==> src/sv/scpt_pkg.sv <==
// Shared types and constants of the second-chance page translator.
package scpt_pkg;

    // Field and bus widths fixed by the access and result formats.
    localparam int CFG_W    = 5;
    localparam int VPAGE_W  = 8;
    localparam int OFFS_W   = 12;
    localparam int PADDR_W  = 16;
    localparam int S_DATA_W = 24;
    localparam int S_USER_W = 1;
    localparam int M_DATA_W = 24;
    localparam int M_USER_W = 4;

    // Access kind carried in the input tuser.
    localparam logic CMD_WRITE = 1'b1;

    // Per-page flag word: valid, reference, dirty, accessed.
    typedef logic [3:0] t_flags;
    localparam t_flags FLAG_VALID_M  = 4'b0001;
    localparam t_flags FLAG_REF_M    = 4'b0010;
    localparam t_flags FLAG_DIRTY_M  = 4'b0100;
    localparam t_flags FLAG_ACC_M    = 4'b1000;
    localparam t_flags FLAGS_LOADED  = 4'b1011;
    localparam t_flags FLAGS_WRITTEN = 4'b1111;

    // Reset value of the frame count register.
    localparam logic [CFG_W-1:0] FRAMES_RESET = 5'd16;

    // Status of the hand remainder unit.
    typedef struct packed {
        logic busy;
        logic done;
    } t_rem_status;

endpackage

==> src/sv/second_chance_page_translate_top.sv <==
// Top level of the second-chance page translator: sequencer, page and frame stores.
// Each request on the slave stream is a read or write access (tuser) to a virtual page and a
// byte offset (tdata); each produces one result on the master stream with the physical
// address, the evicted page (tdata) and the fault, eviction, writeback and swap-in flags
// (tuser). After reset the block runs a clearing pass over the page-flag and frame-owner
// memories before it takes its first request. One request is handled at a time. A hit goes
// from the lookup step straight to the done step. On a fault the hand is first reduced by a
// bit-serial remainder unit (one bit per cycle); then the frame after the hand is checked and
// the clock hand sweeps the frames, where every sweep step waits on one registered read of the
// owner memory and one of the flag memory. A finished result waits in the output register
// while the next request is taken; a result that finds the output register still full holds
// the sequencer in its last step until that register drains.
module second_chance_page_translate_top #(
    parameter int VIRTUAL_PAGES = 256,
    parameter int FRAMES        = 16,
    parameter int PAGE_BYTES    = 4096
) (
    input  logic                          i_clk,
    input  logic                          i_rst_n,
    // Frame count register write.
    input  logic                          i_cfg_wr_en,
    input  logic [scpt_pkg::CFG_W-1:0]    i_cfg_wr_data,
    // Access requests.
    input  logic                          s_axis_tvalid,
    output logic                          s_axis_tready,
    // tdata from bit 0: virtual_page[7:0], page_offset[19:8], zero fill[23:20].
    input  logic [scpt_pkg::S_DATA_W-1:0] s_axis_tdata,
    // tuser from bit 0: command.
    input  logic [scpt_pkg::S_USER_W-1:0] s_axis_tuser,
    // Translation results.
    output logic                          m_axis_tvalid,
    input  logic                          m_axis_tready,
    // tdata from bit 0: physical_address[15:0], evicted_page[23:16].
    output logic [scpt_pkg::M_DATA_W-1:0] m_axis_tdata,
    // tuser from bit 0: page_fault, evicted, write_back, swap_in.
    output logic [scpt_pkg::M_USER_W-1:0] m_axis_tuser
);
    import scpt_pkg::*;

    localparam int PW    = $clog2(VIRTUAL_PAGES);
    localparam int FW    = $clog2(FRAMES);
    localparam int NW    = $clog2(FRAMES + 1);
    localparam int OW    = $clog2(PAGE_BYTES);
    localparam int CLR_N = (VIRTUAL_PAGES > FRAMES) ? VIRTUAL_PAGES : FRAMES;
    localparam int CW    = $clog2(CLR_N);

    localparam logic [3:0] ST_CLEAR    = 4'd0;
    localparam logic [3:0] ST_IDLE     = 4'd1;
    localparam logic [3:0] ST_LOOK     = 4'd2;
    localparam logic [3:0] ST_MOD      = 4'd3;
    localparam logic [3:0] ST_NEXT     = 4'd4;
    localparam logic [3:0] ST_NEXT_CHK = 4'd5;
    localparam logic [3:0] ST_OWN_CHK  = 4'd6;
    localparam logic [3:0] ST_FLAG_CHK = 4'd7;
    localparam logic [3:0] ST_LOAD     = 4'd8;
    localparam logic [3:0] ST_DONE     = 4'd9;

    typedef struct packed {
        logic          used;
        logic [PW-1:0] page;
    } t_owner;

    // Page number reduced modulo the page count, one restoring step per bit.
    function automatic logic [VPAGE_W-1:0] f_page_mod(input logic [VPAGE_W-1:0] v);
        logic [VPAGE_W:0] r;
        r = '0;
        for (int i = VPAGE_W - 1; i >= 0; i--) begin
            r = {r[VPAGE_W-1:0], v[i]};
            if (r >= VIRTUAL_PAGES) begin
                r = r - (VPAGE_W+1)'(VIRTUAL_PAGES);
            end
        end
        return r[VPAGE_W-1:0];
    endfunction

    // Offset reduced modulo the page size in the same way.
    function automatic logic [OFFS_W-1:0] f_offs_mod(input logic [OFFS_W-1:0] v);
        logic [OFFS_W:0] r;
        r = '0;
        for (int i = OFFS_W - 1; i >= 0; i--) begin
            r = {r[OFFS_W-1:0], v[i]};
            if (r >= PAGE_BYTES) begin
                r = r - (OFFS_W+1)'(PAGE_BYTES);
            end
        end
        return r[OFFS_W-1:0];
    endfunction

    // Memories.
    t_flags          r_flag_mem  [VIRTUAL_PAGES];
    logic [FW-1:0]   r_frame_mem [VIRTUAL_PAGES];
    t_owner          r_owner_mem [FRAMES];
    t_flags          r_fl_q;
    logic [FW-1:0]   r_fr_q;
    t_owner          r_ow_q;

    // Memory port controls.
    logic            w_fl_we;
    logic [PW-1:0]   w_fl_waddr;
    t_flags          w_fl_wdata;
    logic [PW-1:0]   w_fl_raddr;
    logic            w_fr_we;
    logic            w_ow_we;
    logic [FW-1:0]   w_ow_waddr;
    t_owner          w_ow_wdata;
    logic [FW-1:0]   w_ow_raddr;

    // Control state.
    logic [3:0]       r_state, n_state;
    logic [CW-1:0]    r_clr_cnt, n_clr_cnt;
    logic [FW-1:0]    r_hand, n_hand;
    logic [CFG_W-1:0] r_fiu;
    logic             r_out_valid, n_out_valid;

    // Request and working registers.
    logic             r_cmd, n_cmd;
    logic [PW-1:0]    r_vp, n_vp;
    logic [OW-1:0]    r_off, n_off;
    logic [FW-1:0]    r_frame, n_frame;
    logic [FW-1:0]    r_h, n_h;
    logic [PW-1:0]    r_p, n_p;
    logic [NW-1:0]    r_n, n_n;
    logic             r_fault, n_fault;
    logic             r_ev, n_ev;
    logic [PW-1:0]    r_ev_page, n_ev_page;
    logic             r_wb, n_wb;
    logic             r_swap, n_swap;

    // Output register.
    logic [PADDR_W-1:0] r_o_paddr, n_o_paddr;
    logic [VPAGE_W-1:0] r_o_evpage, n_o_evpage;
    logic               r_o_fault, n_o_fault;
    logic               r_o_ev, n_o_ev;
    logic               r_o_wb, n_o_wb;
    logic               r_o_swap, n_o_swap;

    logic               w_accept;
    logic [PW-1:0]      w_vp_in;
    logic [OW-1:0]      w_off_in;
    logic [NW-1:0]      w_n;
    logic [NW-1:0]      w_h_inc;
    logic [FW-1:0]      w_h_next;
    logic               w_rem_start;
    t_rem_status        w_rem_st;
    logic [NW-1:0]      w_rem;
    logic [PADDR_W-1:0] w_paddr;

    assign s_axis_tready = (r_state == ST_IDLE);
    assign w_accept      = s_axis_tvalid && s_axis_tready;
    assign w_vp_in       = PW'(f_page_mod(s_axis_tdata[VPAGE_W-1:0]));
    assign w_off_in      = OW'(f_offs_mod(s_axis_tdata[VPAGE_W +: OFFS_W]));

    // Active frame count, clamped to the legal range.
    always_comb begin
        if (r_fiu == '0) begin
            w_n = NW'(1);
        end else if (r_fiu > FRAMES) begin
            w_n = NW'(FRAMES);
        end else begin
            w_n = NW'(r_fiu);
        end
    end

    // Hand advance, wrapping at the latched frame count.
    assign w_h_inc  = NW'(r_h) + NW'(1);
    assign w_h_next = (w_h_inc == r_n) ? '0 : FW'(w_h_inc);

    // Frame number times page size plus offset, kept to 16 bits.
    assign w_paddr = PADDR_W'(PADDR_W'(r_frame) * PADDR_W'(PAGE_BYTES)) + PADDR_W'(r_off);

    // Hand reduction unit.
    scpt_rem_unit #(
        .DVD_W (FW),
        .DVS_W (NW)
    ) u_rem (
        .i_clk      (i_clk),
        .i_rst_n    (i_rst_n),
        .i_start    (w_rem_start),
        .i_dividend (r_hand),
        .i_divisor  (w_n),
        .o_status   (w_rem_st),
        .o_rem      (w_rem)
    );

    // Sequencer.
    always_comb begin
        n_state     = r_state;
        n_clr_cnt   = r_clr_cnt;
        n_hand      = r_hand;
        n_cmd       = r_cmd;
        n_vp        = r_vp;
        n_off       = r_off;
        n_frame     = r_frame;
        n_h         = r_h;
        n_p         = r_p;
        n_n         = r_n;
        n_fault     = r_fault;
        n_ev        = r_ev;
        n_ev_page   = r_ev_page;
        n_wb        = r_wb;
        n_swap      = r_swap;
        n_o_paddr   = r_o_paddr;
        n_o_evpage  = r_o_evpage;
        n_o_fault   = r_o_fault;
        n_o_ev      = r_o_ev;
        n_o_wb      = r_o_wb;
        n_o_swap    = r_o_swap;
        n_out_valid = r_out_valid && !m_axis_tready;
        w_rem_start = 1'b0;
        w_fl_we     = 1'b0;
        w_fl_waddr  = r_vp;
        w_fl_wdata  = '0;
        w_fl_raddr  = r_vp;
        w_fr_we     = 1'b0;
        w_ow_we     = 1'b0;
        w_ow_waddr  = r_h;
        w_ow_wdata  = '0;
        w_ow_raddr  = r_h;

        case (r_state)
            ST_CLEAR: begin
                w_fl_we    = (r_clr_cnt < VIRTUAL_PAGES);
                w_fl_waddr = PW'(r_clr_cnt);
                w_ow_we    = (r_clr_cnt < FRAMES);
                w_ow_waddr = FW'(r_clr_cnt);
                n_clr_cnt  = r_clr_cnt + CW'(1);
                if (r_clr_cnt == CW'(CLR_N - 1)) begin
                    n_state = ST_IDLE;
                end
            end
            ST_IDLE: begin
                w_fl_raddr = w_vp_in;
                if (w_accept) begin
                    n_cmd     = s_axis_tuser[0];
                    n_vp      = w_vp_in;
                    n_off     = w_off_in;
                    n_fault   = 1'b0;
                    n_ev      = 1'b0;
                    n_ev_page = '0;
                    n_wb      = 1'b0;
                    n_swap    = 1'b0;
                    n_state   = ST_LOOK;
                end
            end
            ST_LOOK: begin
                if ((r_fl_q & FLAG_VALID_M) != '0) begin
                    // Hit: mark referenced, or fully written.
                    w_fl_we    = 1'b1;
                    w_fl_wdata = (r_cmd == CMD_WRITE) ? FLAGS_WRITTEN : (r_fl_q | FLAG_REF_M);
                    n_frame    = r_fr_q;
                    n_state    = ST_DONE;
                end else begin
                    // Fault: reduce the hand by the active frame count.
                    n_fault     = 1'b1;
                    n_swap      = ((r_fl_q & FLAG_ACC_M) != '0);
                    n_n         = w_n;
                    w_rem_start = 1'b1;
                    n_state     = ST_MOD;
                end
            end
            ST_MOD: begin
                if (w_rem_st.done) begin
                    n_h     = FW'(w_rem);
                    n_state = ST_NEXT;
                end
            end
            ST_NEXT: begin
                w_ow_raddr = w_h_next;
                n_state    = ST_NEXT_CHK;
            end
            ST_NEXT_CHK: begin
                if (!r_ow_q.used) begin
                    // The frame after the hand is free: take it.
                    n_h     = w_h_next;
                    n_state = ST_LOAD;
                end else begin
                    w_ow_raddr = r_h;
                    n_state    = ST_OWN_CHK;
                end
            end
            ST_OWN_CHK: begin
                if (!r_ow_q.used) begin
                    n_state = ST_LOAD;
                end else begin
                    n_p        = r_ow_q.page;
                    w_fl_raddr = r_ow_q.page;
                    n_state    = ST_FLAG_CHK;
                end
            end
            ST_FLAG_CHK: begin
                w_fl_we    = 1'b1;
                w_fl_waddr = r_p;
                if ((r_fl_q & FLAG_REF_M) != '0) begin
                    // Second chance: clear the reference bit and move on.
                    w_fl_wdata = r_fl_q & ~FLAG_REF_M;
                    n_h        = w_h_next;
                    w_ow_raddr = w_h_next;
                    n_state    = ST_OWN_CHK;
                end else begin
                    // Victim found: drop only its valid bit.
                    w_fl_wdata = r_fl_q & ~FLAG_VALID_M;
                    n_ev       = 1'b1;
                    n_ev_page  = r_p;
                    n_wb       = ((r_fl_q & FLAG_DIRTY_M) != '0);
                    n_state    = ST_LOAD;
                end
            end
            ST_LOAD: begin
                w_fl_we         = 1'b1;
                w_fl_wdata      = (r_cmd == CMD_WRITE) ? FLAGS_WRITTEN : FLAGS_LOADED;
                w_fr_we         = 1'b1;
                w_ow_we         = 1'b1;
                w_ow_wdata.used = 1'b1;
                w_ow_wdata.page = r_vp;
                n_hand          = r_h;
                n_frame         = r_h;
                n_state         = ST_DONE;
            end
            ST_DONE: begin
                if (!r_out_valid || m_axis_tready) begin
                    n_o_paddr   = w_paddr;
                    n_o_evpage  = VPAGE_W'(r_ev_page);
                    n_o_fault   = r_fault;
                    n_o_ev      = r_ev;
                    n_o_wb      = r_wb;
                    n_o_swap    = r_swap;
                    n_out_valid = 1'b1;
                    n_state     = ST_IDLE;
                end
            end
            default: begin
                n_state = ST_IDLE;
            end
        endcase
    end

    // Control registers.
    always_ff @(posedge i_clk) begin
        if (!i_rst_n) begin
            r_state     <= ST_CLEAR;
            r_clr_cnt   <= '0;
            r_hand      <= '0;
            r_fiu       <= FRAMES_RESET;
            r_out_valid <= 1'b0;
        end else begin
            r_state     <= n_state;
            r_clr_cnt   <= n_clr_cnt;
            r_hand      <= n_hand;
            r_out_valid <= n_out_valid;
            if (i_cfg_wr_en) begin
                r_fiu <= i_cfg_wr_data;
            end
        end
    end

    // Working and output payload registers.
    always_ff @(posedge i_clk) begin
        r_cmd      <= n_cmd;
        r_vp       <= n_vp;
        r_off      <= n_off;
        r_frame    <= n_frame;
        r_h        <= n_h;
        r_p        <= n_p;
        r_n        <= n_n;
        r_fault    <= n_fault;
        r_ev       <= n_ev;
        r_ev_page  <= n_ev_page;
        r_wb       <= n_wb;
        r_swap     <= n_swap;
        r_o_paddr  <= n_o_paddr;
        r_o_evpage <= n_o_evpage;
        r_o_fault  <= n_o_fault;
        r_o_ev     <= n_o_ev;
        r_o_wb     <= n_o_wb;
        r_o_swap   <= n_o_swap;
    end

    // Page flag memory: one write and one registered read port.
    always_ff @(posedge i_clk) begin
        if (w_fl_we) begin
            r_flag_mem[w_fl_waddr] <= w_fl_wdata;
        end
        r_fl_q <= r_flag_mem[w_fl_raddr];
    end

    // Page-to-frame memory, read at the incoming page.
    always_ff @(posedge i_clk) begin
        if (w_fr_we) begin
            r_frame_mem[r_vp] <= r_h;
        end
        r_fr_q <= r_frame_mem[w_vp_in];
    end

    // Frame owner memory.
    always_ff @(posedge i_clk) begin
        if (w_ow_we) begin
            r_owner_mem[w_ow_waddr] <= w_ow_wdata;
        end
        r_ow_q <= r_owner_mem[w_ow_raddr];
    end

    assign m_axis_tvalid = r_out_valid;
    assign m_axis_tdata  = {r_o_evpage, r_o_paddr};
    assign m_axis_tuser  = {r_o_swap, r_o_wb, r_o_ev, r_o_fault};

`ifndef SYNTHESIS
    a_accept_to_lookup: assert property (@(posedge i_clk) disable iff (!i_rst_n)
        w_accept |=> (r_state == ST_LOOK))
        else $error("Accepted request did not move to the lookup step.");

    a_load_in_range: assert property (@(posedge i_clk) disable iff (!i_rst_n)
        (r_state == ST_LOAD) |-> (NW'(r_h) < r_n))
        else $error("Chosen frame lies beyond the active frame count.");

    a_rem_only_in_mod: assert property (@(posedge i_clk) disable iff (!i_rst_n)
        (r_state != ST_MOD) |-> !w_rem_st.busy)
        else $error("Remainder unit busy outside the reduction step.");

    a_evict_needs_fault: assert property (@(posedge i_clk) disable iff (!i_rst_n)
        (r_out_valid && r_o_ev) |-> r_o_fault)
        else $error("Eviction reported without a page fault.");

    a_wb_needs_evict: assert property (@(posedge i_clk) disable iff (!i_rst_n)
        (r_out_valid && r_o_wb) |-> r_o_ev)
        else $error("Writeback reported without an eviction.");
`endif

endmodule

==> src/sv/scpt_rem_unit.sv <==
// Bit-serial remainder unit that reduces the clock hand by the active frame count.
module scpt_rem_unit #(
    parameter int DVD_W = 4,
    parameter int DVS_W = 5
) (
    input  logic                  i_clk,
    input  logic                  i_rst_n,
    input  logic                  i_start,
    input  logic [DVD_W-1:0]      i_dividend,
    input  logic [DVS_W-1:0]      i_divisor,
    output scpt_pkg::t_rem_status o_status,
    output logic [DVS_W-1:0]      o_rem
);
    import scpt_pkg::*;

    localparam int CNT_W = $clog2(DVD_W + 1);

    logic             r_busy;
    logic [CNT_W-1:0] r_cnt;
    logic [DVD_W-1:0] r_dvd;
    logic [DVS_W-1:0] r_dvs;
    logic [DVS_W-1:0] r_rem;
    logic [DVS_W:0]   w_shift;

    // Bring down the next dividend bit next to the partial remainder.
    assign w_shift = {r_rem, r_dvd[DVD_W-1]};

    // Step counter: one dividend bit per cycle.
    always_ff @(posedge i_clk) begin
        if (!i_rst_n) begin
            r_busy <= 1'b0;
            r_cnt  <= '0;
        end else if (i_start) begin
            r_busy <= 1'b1;
            r_cnt  <= CNT_W'(DVD_W);
        end else if (r_busy) begin
            if (r_cnt == '0) begin
                r_busy <= 1'b0;
            end else begin
                r_cnt <= r_cnt - CNT_W'(1);
            end
        end
    end

    // Restoring step: compare and subtract the latched divisor.
    always_ff @(posedge i_clk) begin
        if (i_start) begin
            r_dvd <= i_dividend;
            r_dvs <= i_divisor;
            r_rem <= '0;
        end else if (r_busy && (r_cnt != '0)) begin
            r_dvd <= r_dvd << 1;
            if (w_shift >= {1'b0, r_dvs}) begin
                r_rem <= DVS_W'(w_shift - {1'b0, r_dvs});
            end else begin
                r_rem <= DVS_W'(w_shift);
            end
        end
    end

    assign o_status.busy = r_busy;
    assign o_status.done = r_busy && (r_cnt == '0);
    assign o_rem         = r_rem;

`ifndef SYNTHESIS
    a_rem_below_divisor: assert property (@(posedge i_clk) disable iff (!i_rst_n)
        (r_busy && (r_cnt == '0)) |-> (r_rem < r_dvs))
        else $error("Remainder is not below the divisor at completion.");
`endif

endmodule
==> config.mk <==
export PLATFORM = sky130hd
export DESIGN_NAME = second_chance_page_translate_top
export DESIGN_NICKNAME = d
export VERILOG_FILES = /design/src/sv/scpt_pkg.sv /design/src/sv/second_chance_page_translate_top.sv /design/src/sv/scpt_rem_unit.sv
export SDC_FILE = /design/constraint.sdc
export NUM_CORES = 2
export LEC_CHECK = 0
export BUFFER_PORTS_ARGS = -buffer_cell sky130_fd_sc_hd__buf_2
export CELL_PAD_IN_SITES_DETAIL_PLACEMENT = 1
export CELL_PAD_IN_SITES_GLOBAL_PLACEMENT = 1
export CORE_MARGIN = 3
export CORE_UTILIZATION = 50
export DETAILED_ROUTE_END_ITERATION = 16
export PLACE_DENSITY_LB_ADDON = 0.1
export REMOVE_ABC_BUFFERS = 1
export SETUP_SLACK_MARGIN = 0.2
export SLEW_MARGIN = 10
export SYNTH_ARGS = -nofsm -noshare
export SYNTH_HDL_FRONTEND = slang
export SYNTH_SLANG_ARGS = --single-unit
==> constraint.sdc <==
create_clock -name i_clk -period 16.4 [get_ports i_clk]
set_input_delay 2.46 -clock i_clk [delete_from_list [all_inputs] [get_ports i_clk]]
set_output_delay 2.46 -clock i_clk [all_outputs]
set_load 0.01 [all_outputs]
=== Word-level counts from Yosys, hierarchy flattened ===
Memory sizes are Yosys's and may differ from the RTL's. A register that Yosys moved wholly into a read port is not among the register bits.
Cells that the tools add are included.

* Multiplexer cells: 64
* Shift-type cells: 0
* Bitwise logic cells: 3
* Equality and inequality tests: 20
* Divide/modulo/power cells: 0
* $lt $le $gt $ge: 3
* Add/sub/neg operators: 5
* Reductions and logical operators: 30
* Multipliers: 0

{| class="wikitable"
|+ Operators by type and width
! cell !! count
|-
| 4-bit 2-to-1 mux || 18
|-
| 8-bit one-hot mux with 2 select lines || 3
|-
| 4-bit one-hot mux with 10 select lines || 1
|-
| 8-bit 2-to-1 mux || 3
|-
| 4-bit one-hot mux with 3 select lines || 2
|-
| 1-bit 2-to-1 mux || 21
|-
| 16-bit by 12-bit adder with 16-bit output || 1
|-
| 4-bit by 3-bit equality test with 1-bit output (second input constant) || 4
|-
| 4-bit one-hot mux with 2 select lines || 2
|-
| 5-bit 2-to-1 mux || 3
|-
| 2-bit AND reduction || 7
|-
| 3-bit 2-to-1 mux || 4
|-
| 2-bit != test (second input constant) || 6
|-
| 1-bit one-hot mux with 2 select lines || 6
|-
| 2-bit nonzero test || 5
|-
| 9-bit 2-to-1 mux || 1
|-
| 3-bit AND reduction || 3
|-
| 8-bit by 1-bit adder with 8-bit output (second input constant) || 1
|-
| 4-bit by 2-bit equality test with 1-bit output (second input constant) || 2
|-
| 4-bit equality test (second input constant) || 2
|-
| 8-bit equality test (second input constant) || 1
|-
| 8-bit by 5-bit less-than comparator with 1-bit output (second input constant) || 1
|-
| 6-bit by 5-bit greater-or-equal comparator with 1-bit output || 1
|-
| 2-bit by 1-bit != test with 1-bit output (second input constant) || 3
|-
| 17 further kinds || 24
|}

* Latch bits: 0
* Output and inout port bits: 30
* ROM bits: 0
* RAM bits: 2192
* Memories kept: 3
* Bits in registers: 122
* Bits of input ports: 35

{| class="wikitable"
|+ Memories
! memory !! words !! width !! read ports !! clocked after memory_dff !! wr ports !! RTL line !! RTL
|-
| r_flag_mem || 256 || 4 || 1 || 1 || 1 || second_chance_page_translate_top.sv:90 || <nowiki>t_flags r_flag_mem [VIRTUAL_PAGES];</nowiki>
|-
| r_frame_mem || 256 || 4 || 1 || 1 || 1 || second_chance_page_translate_top.sv:91 || <nowiki>logic [FW-1:0] r_frame_mem [VIRTUAL_PAGES];</nowiki>
|-
| r_owner_mem || 16 || 9 || 1 || 1 || 1 || second_chance_page_translate_top.sv:92 || <nowiki>t_owner r_owner_mem [FRAMES];</nowiki>
|}

=== Longest topological paths before layout ===
* Depth in word-level cells: 5
* Gate-level depth with buffers: 17

=== Cells and area by module ===
A second synthesis with hierarchy kept.

* Cells, all modules: 5543
* Area total of the unflattened synthesis: 93639.8 µm²

{| class="wikitable"
|+ Modules (own cells, without submodules)
! module !! instances !! seq. area each (µm²) !! area an instance (µm²) !! cells each
|-
| second_chance_page_translate_top || 1 || 69066.2 || 92632.6 || 5450
|-
| scpt_rem_unit || 1 || 450.4 || 1007.2 || 93
|}

=== Worst setup path after synthesis ===
Ideal clock, no wire load.

* Path kind: register to register
* Start: register r_state[0]
* End: memory r_flag_mem[0][3] in the netlist's numbering (data pin)
* Stages on the path, launching flop included: 8
* Path slack: 2874 ps
* Setup time: 2187 ps
* Period minus slack after synthesis: 13526 ps
* Buffers on the path: 3
* Data arrival time: 11339 ps
* Cell sequence: dfxtp_1 -> clkbuf_1 -> nor2b_1 -> and3_1 -> clkbuf_1 -> clkbuf_1 -> nor2_1 -> o21ai_0

* Cells in the longest elaborated chain, start to end: 2

{| class="wikitable"
|+ Ends and longest elaborated chain
! what !! RTL line !! RTL
|-
| from (decl) || second_chance_page_translate_top.sv:109 || <nowiki>logic [3:0] r_state, n_state;</nowiki>
|-
| from (signal assigned) || second_chance_page_translate_top.sv:346 || <nowiki>r_state <= n_state;</nowiki>
|-
| 4-bit equality test, or another cell as far along || second_chance_page_translate_top.sv:220 || <nowiki>case (r_state)</nowiki>
|-
| 4-bit one-hot mux with 3 select lines (*) || second_chance_page_translate_top.sv:220 ||
|-
| net w_fl_wdata[3] || second_chance_page_translate_top.sv:100 || <nowiki>t_flags w_fl_wdata;</nowiki>
|-
| to (decl) || second_chance_page_translate_top.sv:90 ||
|}

Mark *: on every way through the listed nets, which the timed path passes. The rest lies on a longest branch.

=== Final worst setup path ===
* Start: input s_axis_tdata[0] in the netlist's numbering
* End: register r_fl_q[1] (read register of r_flag_mem)

* Cells in the longest elaborated chain, start to end: 1

{| class="wikitable"
|+ Ends and longest elaborated chain
! what !! RTL line !! RTL
|-
| from (decl) || second_chance_page_translate_top.sv:27 || <nowiki>input logic [scpt_pkg::S_DATA_W-1:0] s_axis_tdata,</nowiki>
|-
| 8-bit one-hot mux with 2 select lines || second_chance_page_translate_top.sv:220 ||
|-
| to (decl) || second_chance_page_translate_top.sv:93 || <nowiki>t_flags r_fl_q;</nowiki>
|}

Every way passes these cells.
A chain may end at the register's enable or synchronous reset.

==> run metrics <==
worst min path class flop to flop; Mapped Cells 5324; leading area contributor after synthesis edfxtp_1; CP cell instances buf_8, a22oi_4, buf_4, nand2_4, buf_4, buf_4, buf_4, nand2_1, and3_1, a311o_1, o2111a_1, o22ai_1, o31a_1; worst-skew pair later-pin latency 0.85 ns; Synth top area share 73.5%; status finished clean; CTS tree done; switch share between 10% and 20%; combinational family with the most area after synthesis multiplexers; Slew HR 19.4%; Synth cell types 70; mapped cell area 93100 sq um; sequential share of power 53.9%; reg2reg path depth 13; antenna-violating nets left 0; sequential fraction of the synthesis area 74.5%; mux cell area share after synthesis 11.9%; TritonCTS Sinks 2326; # IOs 65; highest-count cells in the layout ignoring fill and taps edfxtp_1 (2278), nor2_1 (570), nand2_1 (470); final wirelength 239000 um; Internal Dissipation between 9 and 10 mW; Final period util 42.6%; Die ar. 191000 sq um; Fillers roughly 16000; post-CTS setup buffers 0; critical path class input port to flop; Fin Hold WS roughly 0.40 ns; EDFF count, synth 2278; core area 184000 sq um; PostCTS Resize Cnt 0; hpwl dp 142000 um; GRT Overall Usage approximately a quarter; Crit path max-delay family buffers and inverters; H-tree depth 4; crit path launch type input port; Starting Density 50.6%; pin count of the biggest net entering global routing approximately 220; post-synthesis compound-gate area fraction 4.66%; leakage 31.8 nW; Psw approximately 2.4 mW; critical path's most frequent cell buf_4; Reg2Reg Launch Point r_state[0]; proportion of power drawn by combinational gates 2.0%; CP max-delay cell buf_4; Worst-Margin Slew about 1.2 ns; Pwr Density 116 nW/um^2; Buffers & Inverters on Critical Path 5; Finished Layout Cells 8013; Die Span Y 438 um; Synth Area in Adders 0.169%; Inst Count DP 7568; VDD IR max 95.5 uV; antenna violations before repair 6; Synth area leaders edfxtp_1 (73%), mux4_2 (9.1%), mux2i_1 (2.8%), nor2_1 (2.3%), nand2_1 (1.9%); setup violators final 0; RSZ-0062 raised after global routing no; Max Root-Sink Buffers 3; cts hold-fix bufs 0; Clock transition at path regs 0.06 ns; routability congestion estimate 0.794; Critical Path End r_fl_q[1]; Most used DFF post-synth edfxtp_1; Layout area overhead 10.8%; first-pass GRT wire length 352000 um; CTS Buf Count 230; worst reg2reg path endpoint r_fl_q[1]; max-cap violations 0; IO Port Bufs 60; Final Skew 0.0331 ns; vias in the first global route 51000; Critical path origin s_axis_tdata[0]; Layout Nets 5383; post-layout min period about 7.0 ns; Pre-antenna DRT Iters 5; Synth Area in Simple Gates 6.65%; final hold vios 0; Slew Viols, Final 0; most common cell after layout, fill and taps aside edfxtp_1; ratio of cells with drive above 1 in the final layout 16.5%; clock root buffer master clkbuf_16; initial DRC count 5153; endpoint type of the worst setup path flop; crit-path max FO 89; Vias between 40000 and 50000; Achievable Freq 143 MHz; fraction of registers with async set/reset 0%; hold depth 0; Arrival @ worst endpoint 7.75 ns; setup TNS 0 ns; number of synthesized register bits 2326; CP Depth 13; Clk network pwr share 44.1%; Remaining Overflow, GRT 0; residual DRC count 0; syn avg cell area roughly 17 sq um; Critical Path RT 17.16 ns; # rows 157; Max stage delay on crit path 0.92 ns; Die W around 440 um; flop2flop setup slack 9.73 ns; vias per cell 6.13; Syn. warnings 0; Routed WL per cell 29.8 um; Synth Area in XOR/XNOR 0.141%
worst min-delay path by stage:
stage                          from           end  slack (ns)
after floorplan           r_ow_q[0]        r_p[0]        0.40
after global placement     r_off[7]  r_o_paddr[7]        0.40
after detailed placement   r_off[9]  r_o_paddr[9]        0.41
after CTS                  r_off[9]  r_o_paddr[9]        0.41
after global routing       r_off[9]  r_o_paddr[9]        0.41
final                      r_off[9]  r_o_paddr[9]        0.40
cell usage after synthesis, types with 7 or more instances:
library cell     n
edfxtp_1      2278
nor2_1         570
nand2_1        475
mux4_2         376
mux2i_1        262
clkbuf_1       213
nand3_1        112
and3_1         102
a221o_1         92
a211oi_1        86
buf_2           85
a221oi_1        55
a31o_1          48
dfxtp_1         48
o22ai_1         43
and2_1          36
buf_4           25
a21oi_1         23
buf_1           23
inv_1           22
a31oi_1         21
a22oi_1         20
buf_6           20
nor2b_1         20
o21ai_0         20
a31o_2          17
nor4_1          17
o2111a_1        17
a311o_1         16
a32oi_1         16
a41oi_1         16
nor3_1          16
nor4b_1         15
xnor2_1         12
ha_1            11
nand2b_1        10
nor3b_1         10
a21boi_0         9
or3_1            7
sequential cells by signal, indices dropped and copies added (netlist names), 5 cells and up:
name         flops
r_o_evpage       8
r_fiu            5
r_clr_cnt        8
r_frame_mem   1024
r_vp             8
u_rem.o_rem      5
r_ev_page        8
r_p              8
r_n              5
r_owner_mem    144
r_flag_mem    1024
r_off           12
r_ow_q           9
r_o_paddr       16
logic make-up (layout without fill, tap and decap cells):
group                      after synthesis  count (layout)
AOI/OAI and AO/OA                      525             525
xor gates and xnor gates                15              15
adders and majority gates               12              12
buffers and inverters                  392             601
DFF                                   2326            2326
muxes                                  638             638
other                                    0              16
and+or+nand+nor                       1416            1416
cell type report:
cell class | instances | area [sq um] | share of cell area (%)
diodes | 16 | 40.0 | 0.0388
clock buffers | 287 | 6100 | 5.91
clock inverters | 142 | 1430 | 1.38
inverters | 22 | 82.6 | 0.0800
multi-input cells | 2606 | 22000 | 21.4
flip-flops and latches | 2326 | 69400 | 67.2
well taps | 2464 | 3080 | 2.99
repair buffers | 150 | 1080 | 1.04
layer usage:
| metal | track usage, % | up-vias | wire length, um |
|---|---|---|---|
| met4 | 8.06 | 0 | 7550 |
| met2 | 41.1 | 1495 | 118000 |
| met3 | 3.27 | 356 | 12900 |
| met5 | 0 | - | 0 |
| li1 | - | 21300 | - |
| met1 | 34.9 | 26000 | 100000 |
power groups by stage:
stage                     sequential (mW)  clock [mW]  combinational (mW)
after global routing                 6.45        5.62               0.248
final                                6.45        5.28               0.234
after global placement               6.58           0               0.237
after detailed placement             6.58           0               0.239
after floorplan                      6.57           0               0.119
after CTS                            6.45        5.37               0.239
per-stage QoR:
stage	utilization (%)	instance area [sq um]	setup WS (ns)	total power, mW
detailed placement	52.0	95600	8.61	6.82
finish	56.1	103000	9.41	12.0
floorplan	-	91400	2.94	6.69
global placement	52.0	95600	8.69	6.82
global route	56.1	103000	9.25	12.3
CTS	56.1	103000	9.53	12.1
Note: power is estimated with default switching activity, not from simulation.
